### src/rtl/sle_pkg.sv
// ----------------------------------------------------------------------------
// Sequential list engine package
// Shared widths, command codes and the control/status bundles that join the
// controller and the datapath.
// ----------------------------------------------------------------------------
package sle_pkg;

	// List capacity and derived widths.
	localparam int CAPACITY = 128;
	localparam int AW       = $clog2(CAPACITY);
	localparam int CW       = $clog2(CAPACITY + 1);

	// Payload field widths of the channels.
	localparam int CMD_W  = 3;
	localparam int POS_W  = 8;
	localparam int DATA_W = 32;
	localparam int LEN_W  = 8;

	// Width that holds both a position and a length with room for one more.
	localparam int CMPW = ((CW > POS_W) ? CW : POS_W) + 1;

	// Command codes.
	localparam logic [CMD_W-1:0] CMD_INSERT = 3'd0;
	localparam logic [CMD_W-1:0] CMD_READ   = 3'd1;
	localparam logic [CMD_W-1:0] CMD_DELETE = 3'd2;
	localparam logic [CMD_W-1:0] CMD_FIND   = 3'd3;
	localparam logic [CMD_W-1:0] CMD_CLEAR  = 3'd4;

	// Commands from the controller to the datapath.
	typedef struct packed {
		logic load;      // capture the accepted item, clear results
		logic init_ins;  // start an upward shift from the list end
		logic init_del;  // start a downward shift at the position
		logic init_find; // start a scan at the list head
		logic step;      // one move or scan step
		logic rd_pos;    // read the entry at the position
		logic cap_rd;    // capture the read data as the result
		logic put_val;   // write the value at the position
		logic cnt_inc;
		logic cnt_dec;
		logic cnt_clr;
		logic set_err;
		logic out_load;  // copy the result into the output register
	} dp_cmd_t;

	// Status from the datapath to the controller.
	typedef struct packed {
		logic [CMD_W-1:0] cmd;
		logic             ins_ok;
		logic             pos_ok;
		logic             busy;
	} dp_sts_t;

endpackage

### src/rtl/sle_ctrl.sv
// ----------------------------------------------------------------------------
// List controller
// State machine that sequences each command through the datapath and owns
// the request ready and response valid handshakes.
// ----------------------------------------------------------------------------
module sle_ctrl import sle_pkg::*; (
	input  logic    clk,
	input  logic    arst_n,
	input  logic    in_valid,
	output logic    in_ready,
	output logic    out_valid,
	input  logic    out_ready,
	input  dp_sts_t sts,
	output dp_cmd_t cmd
);
	localparam logic [2:0] S_IDLE   = 3'd0;
	localparam logic [2:0] S_DECODE = 3'd1;
	localparam logic [2:0] S_MOVE   = 3'd2;
	localparam logic [2:0] S_PUT    = 3'd3;
	localparam logic [2:0] S_FIND   = 3'd4;
	localparam logic [2:0] S_RDCAP  = 3'd5;
	localparam logic [2:0] S_DONE   = 3'd6;

	logic [2:0] state_q;
	logic [2:0] state_d;
	logic       out_valid_q;

	assign in_ready  = (state_q == S_IDLE);
	assign out_valid = out_valid_q;

	// Next state and datapath commands.
	always_comb begin
		state_d = state_q;
		cmd     = '0;
		unique case (state_q)
			S_IDLE: begin
				if (in_valid) begin
					cmd.load = 1'b1;
					state_d  = S_DECODE;
				end
			end
			S_DECODE: begin
				state_d = S_DONE;
				unique case (sts.cmd)
					CMD_INSERT: begin
						if (sts.ins_ok) begin
							cmd.init_ins = 1'b1;
							state_d      = S_MOVE;
						end else begin
							cmd.set_err = 1'b1;
						end
					end
					CMD_READ: begin
						if (sts.pos_ok) begin
							cmd.rd_pos = 1'b1;
							state_d    = S_RDCAP;
						end else begin
							cmd.set_err = 1'b1;
						end
					end
					CMD_DELETE: begin
						if (sts.pos_ok) begin
							cmd.init_del = 1'b1;
							state_d      = S_MOVE;
						end else begin
							cmd.set_err = 1'b1;
						end
					end
					CMD_FIND: begin
						cmd.init_find = 1'b1;
						state_d       = S_FIND;
					end
					CMD_CLEAR: begin
						cmd.cnt_clr = 1'b1;
					end
					default: begin
						cmd.set_err = 1'b1;
					end
				endcase
			end
			S_MOVE: begin
				cmd.step = 1'b1;
				if (!sts.busy) begin
					if (sts.cmd == CMD_INSERT) begin
						state_d = S_PUT;
					end else begin
						cmd.cnt_dec = 1'b1;
						state_d     = S_DONE;
					end
				end
			end
			S_PUT: begin
				cmd.put_val = 1'b1;
				cmd.cnt_inc = 1'b1;
				state_d     = S_DONE;
			end
			S_FIND: begin
				cmd.step = 1'b1;
				if (!sts.busy) begin
					state_d = S_DONE;
				end
			end
			S_RDCAP: begin
				cmd.cap_rd = 1'b1;
				state_d    = S_DONE;
			end
			S_DONE: begin
				if (!out_valid_q || out_ready) begin
					cmd.out_load = 1'b1;
					state_d      = S_IDLE;
				end
			end
			default: begin
				state_d = S_IDLE;
			end
		endcase
	end

	// State and response valid registers.
	always_ff @(posedge clk or negedge arst_n) begin
		if (!arst_n) begin
			state_q     <= S_IDLE;
			out_valid_q <= 1'b0;
		end else begin
			state_q <= state_d;
			if (cmd.out_load) begin
				out_valid_q <= 1'b1;
			end else if (out_ready) begin
				out_valid_q <= 1'b0;
			end
		end
	end

	// A result is never loaded over one that is still waiting.
	a_no_overwrite: assert property (@(posedge clk) disable iff (!arst_n)
		(cmd.out_load && out_valid_q) |-> out_ready)
		else $error("response overwritten while stalled");

	// An accepted command is decoded in the next cycle.
	a_load_decode: assert property (@(posedge clk) disable iff (!arst_n)
		cmd.load |=> (state_q == S_DECODE))
		else $error("accepted command not decoded");

	// Steps stay inside the walking states.
	a_step_state: assert property (@(posedge clk) disable iff (!arst_n)
		cmd.step |-> (state_q == S_MOVE || state_q == S_FIND))
		else $error("walk step outside a walking state");
endmodule

### config.mk
export PLATFORM = sky130hd
export DESIGN_NAME = sle_ctrl
export DESIGN_NICKNAME = d
export VERILOG_FILES = /design/src/rtl/sle_pkg.sv /design/src/rtl/sle_ctrl.sv
export SDC_FILE = /design/constraint.sdc
export NUM_CORES = 1
export LEC_CHECK = 0
export BUFFER_PORTS_ARGS = -buffer_cell sky130_fd_sc_hd__buf_4
export CORE_AREA = 2 2 39 41
export CTS_BUF_LIST = sky130_fd_sc_hd__clkbuf_8
export DETAILED_ROUTE_END_ITERATION = 12
export DIE_AREA = 0 0 41 43
export SLEW_MARGIN = 20
export SYNTH_ARGS = -nofsm -noshare
export SYNTH_HDL_FRONTEND = slang
export SYNTH_SLANG_ARGS = --single-unit
### constraint.sdc
create_clock -name clk -period 1.69 [get_ports clk]
set_clock_uncertainty 0.15 [all_clocks]
set_input_delay 0 -clock clk [delete_from_list [all_inputs] [get_ports clk]]
set_output_delay 0 -clock clk [all_outputs]
set_load 0.02 [all_outputs]
# [Word level (Yosys, flattened, before mapping)]
# Cells that the tools add are included.
[word_totals] latch_bits=0 rom_bits=0 ram_bits=0 memories=0 register_bits=4
[classes] n_bitwise=0 n_addsub=0 n_eq_ne=14 mux=35 n_div=0 reduce_logical=10 magnitude_cmp=0 n_mul=0 shifts=0
[op_table] cell="$mux 3" n=8
[op_table] cell="$mux 1" n=21
[op_table] cell="$pmux 3 s6" n=1
[op_table] cell="$eq 3x2->1 const B" n=4
[op_table] cell="$eq 3x3->1 const B" n=4
[op_table] cell="$pmux 3 s4" n=1
[op_table] cell="$ne 2x2->1 const B" n=4
[op_table] cell="$reduce_or 2->1" n=4
[op_table] cell="$eq 3x1->1 const B" n=2
[op_table] cell="$logic_not 3->1" n=2
[op_table] cell="$mux 2" n=3
[op_table] cell="$reduce_and 4->1" n=1
[op_table] cell="$pmux 1 s3" n=1
[op_table] cell="$reduce_bool 2->1" n=1
[op_table] cell="$logic_not 1->1" n=1
[op_table] cell="$logic_or 1x1->1" n=1

# [Logic depth before layout (Yosys ltp)]
[logic_depth] depth_word=5 depth_mapped=4 depth_no_buf=3

# [Least setup slack after synthesis]
# Ideal clock, no wire load.
[synth_path] path_kind="register to output" startpoint="reg state_q[2]" endpoint="out cmd[12] in the netlist's numbering" required_ps=1540 setup_slack_ps=133 arrival_ps=1407 stages_incl_launch_ff=4 n_path_buf=1 path_cell_list="dfrtp_1 buf_2 nor3_1 and2_1"
[synth_lines] element="start, declared" line="sle_ctrl.sv:24" rtl="logic [2:0] state_q;"
[synth_lines] element="start signal, assigned" line="sle_ctrl.sv:125" rtl="state_q <= state_d;"
[synth_lines] element="end, declared" line="sle_ctrl.sv:14" rtl="output dp_cmd_t cmd"

==> impl_metrics.ini <==
[power]
clockPowerShare = 0.185
leakage_nw = 0.335
p_comb_frac = 0.628
max-vdd-ir-drop_mv = 0.973
p_int_w = 0.000632
switching_share = 0.427
p_seq_frac = 0.187
power_density_mw_per_mm2 = 1550
switchingPower_w = 0.000471

[synthesis]
syn_area_um2 = 454
synth_top_family_by_area = simple AND/OR/NAND/NOR gates
synth_ff_type = dfrtp_1
synthXorXnorAreaFrac = 0.0193
yosysSeqAreaShare = 0.220
synth_compound_area_frac = 0.182
synth_nets = 69
synth_cells = 59
synth-seq-cells = 4
synthAdderAreaFrac = 0
synthSimpleGateAreaFrac = 0.433
yosys.cell_types.count = 28
async_flop_share = 1.00
synthMuxAreaShare = 0.0220
synth.avg_cell_area_um2 = 7.70
yosys_warnings = 0
synth_edf_count = 0

[place]
preCtsSetupSlack_ps = 230
post-dp-hpwl_um = 803
gp_congestion = 0.743
dp.cells = 95
numPortBuffers = 24

[floorplanning]
initial_core_util = 0.328
die_h_um = 43
coreArea_mm2 = 0.00138
row_count = 14
fp.dieW_um = 41
ios = 25
die_area_mm2 = 0.00176

[critical_path]
worst_path_max_delay_cell = or3b_4
cp_cell_sequence = or3b_4, nor2_4, and4b_1, buf_4
ff2ff_setup_slack_ps = 240
criticalPathCategory = flop to output port
critPathMaxStageDelay_ps = 440
endpoint_kind = output port
r2r_cells = 3
cp-start-kind = flop
critical_path_depth = 4
cp.required_ps = 1540
arrival_ps = 1510
path_buf_inv = 1
path_delay_family = simple AND/OR/NAND/NOR gates
critPathMaxFanout = 6

[global_routing]
grt.total_usage = 0.145
grt_pass1_wl_um = 1750
grt_pass1_vias = 403
grt_max_degree = 14
antenna_found_initial = 0
grt_overflow = 0

[cells_and_area]
instances_no_fill = 102
drive_gt1_frac = 0.407
syn2layout_area_growth_pct = 56.2
fin_nets = 98
final_util = 0.513
diodes = 0

[sta]
min_period_over_period = 0.982
max_slew_margin = 0.768
final_hold_viol_count = 0
tightest_slew_ps = 345
setup_violations = 0
fin_crit_ps = 1660
fin_ws_ps = 29.8
fmax_mhz = 602
rsz0062_at_grt = yes
setup_tns_ps = 0
drv_slew = 0

[route]
avgRoutedWirePerCell_um = 11.0
drtAntennaViolNets = 0
vias = 489
drc_errors = 0
dr.pass1.iters = 4
first_iter_violations = 8
vias_per_cell = 4.79
routed_wl_um = 1120

[hold_path]
worstHoldPathCells = 4
hp-class = primary input to flop

[clock_network]
post_cts_buffers = 0
cts_tree = built
cts_buffer_depth = 2
root_buffer = clkbuf_8
htree_levels = 1
cts_sinks = 4
clk_pin_slew_worst_paths_ps = 30
clk_latency_ps = 220
numCtsBuffers = 3

[status]
status = finished clean

[flow_run]
max_cap_violations = 0
## path summary, 6_finish.rpt
| path | startpoint | end |
|---|---|---|
| min in group asynchronous | arst_n | out_valid$_DFFE_PN0P_ |
| setup / recovery | state_q[2]$_DFFE_PN0P_ | cmd[10] |
| max in group asynchronous | arst_n | state_q[2]$_DFFE_PN0P_ |
| hold / removal | sts[2] | state_q[2]$_DFFE_PN0P_ |
| hold reg to reg | state_q[2]$_DFFE_PN0P_ | state_q[0]$_DFFE_PN0P_ |
| setup reg to reg | state_q[2]$_DFFE_PN0P_ | state_q[2]$_DFFE_PN0P_ |
## cells in the final DEF (no fill, tap or decap), drive strengths merged, types with 2 or more instances in the layout
master and count:
nor2 10, nor3 6, and3 2, dlygate4sd3 4, buf 27, nand2 3, a21oi 3, clkbuf 3
dfrtp 4, nor2b 5, o21bai 3
## final cells by class
class | count | area [µm²]
Fill cell | 140 | 674
Tap cell | 16 | 20.0
Timing Repair Buffer | 31 | 243
Clock buffer | 3 | 41.3
Sequential cell | 4 | 103
Multi-Input combinational cell | 48 | 303
## routing by layer
metal	track usage	up-vias	wire (µm)
li1	-	261	-
met4	0.0400	0	0
met3	0.0628	0	85
met5	0	-	0
met2	0.191	15	491
met1	0.212	213	542
## worst register-to-register path: cells and delay by family (launching register included)
kind               cells  cell delay (ps)
and+or+nand+nor        1              530
AOI/OAI and AO/OA      2              200
DFF                    1              430
## flip-flops by register name (all words and copies together) (netlist names)
signal / flops
out_valid: 1
state_q: 3
## kinds of logic after synthesis
group / count (synthesis)
and+or+nand+nor: 35
AOI/OAI and AO/OA: 11
buffers and inverters: 7
DFF: 4
xor gates and xnor gates: 1
muxes: 1
## synthesized netlist by cell type, types with 2 or more instances
| master | n | share of area |
|---|---|---|
| dfrtp_1 | 4 | 0.22 |
| and3_1 | 2 | 0.028 |
| nor2b_1 | 5 | 0.069 |
| nand2_1 | 3 | 0.025 |
| o21bai_1 | 3 | 0.050 |
| nor3_1 | 6 | 0.066 |
| a21oi_1 | 3 | 0.033 |
| buf_2 | 3 | 0.033 |
| buf_6 | 3 | 0.074 |
| nor2_1 | 9 | 0.074 |
## power groups by stage
stage	sequential, W	clock [W]	combinational, W
6_report	0.000206	0.000204	0.000692
5_1_grt	0.000213	0.000216	0.000755
4_1_cts	0.000199	0.000205	0.000696
3_5_place_dp	0.000201	0	0.000687
3_3_place_gp	0.000200	0	0.000688
2_1_floorplan	0.000188	0	0.000465
## timing repair
item / 4_1_cts / 5_1_grt
hold endpoints to repair: 7 / 0
resized for setup: 0 / 3
hold buffers: 4 / 0
setup endpoints to repair: 0 / 3
## per-stage QoR
step / power, W / cell area (µm²) / hold WS [ps]
6_report: 0.00110 / 709 / 2.94
5_1_grt: 0.00118 / 709 / 44.5
4_1_cts: 0.00110 / 702 / 13.5
3_5_place_dp: 0.000888 / 621 / -353
3_3_place_gp: 0.000888 / 621 / -354
2_1_floorplan: 0.000652 / 454 / -446
Note: power is estimated with default switching activity, not from simulation.
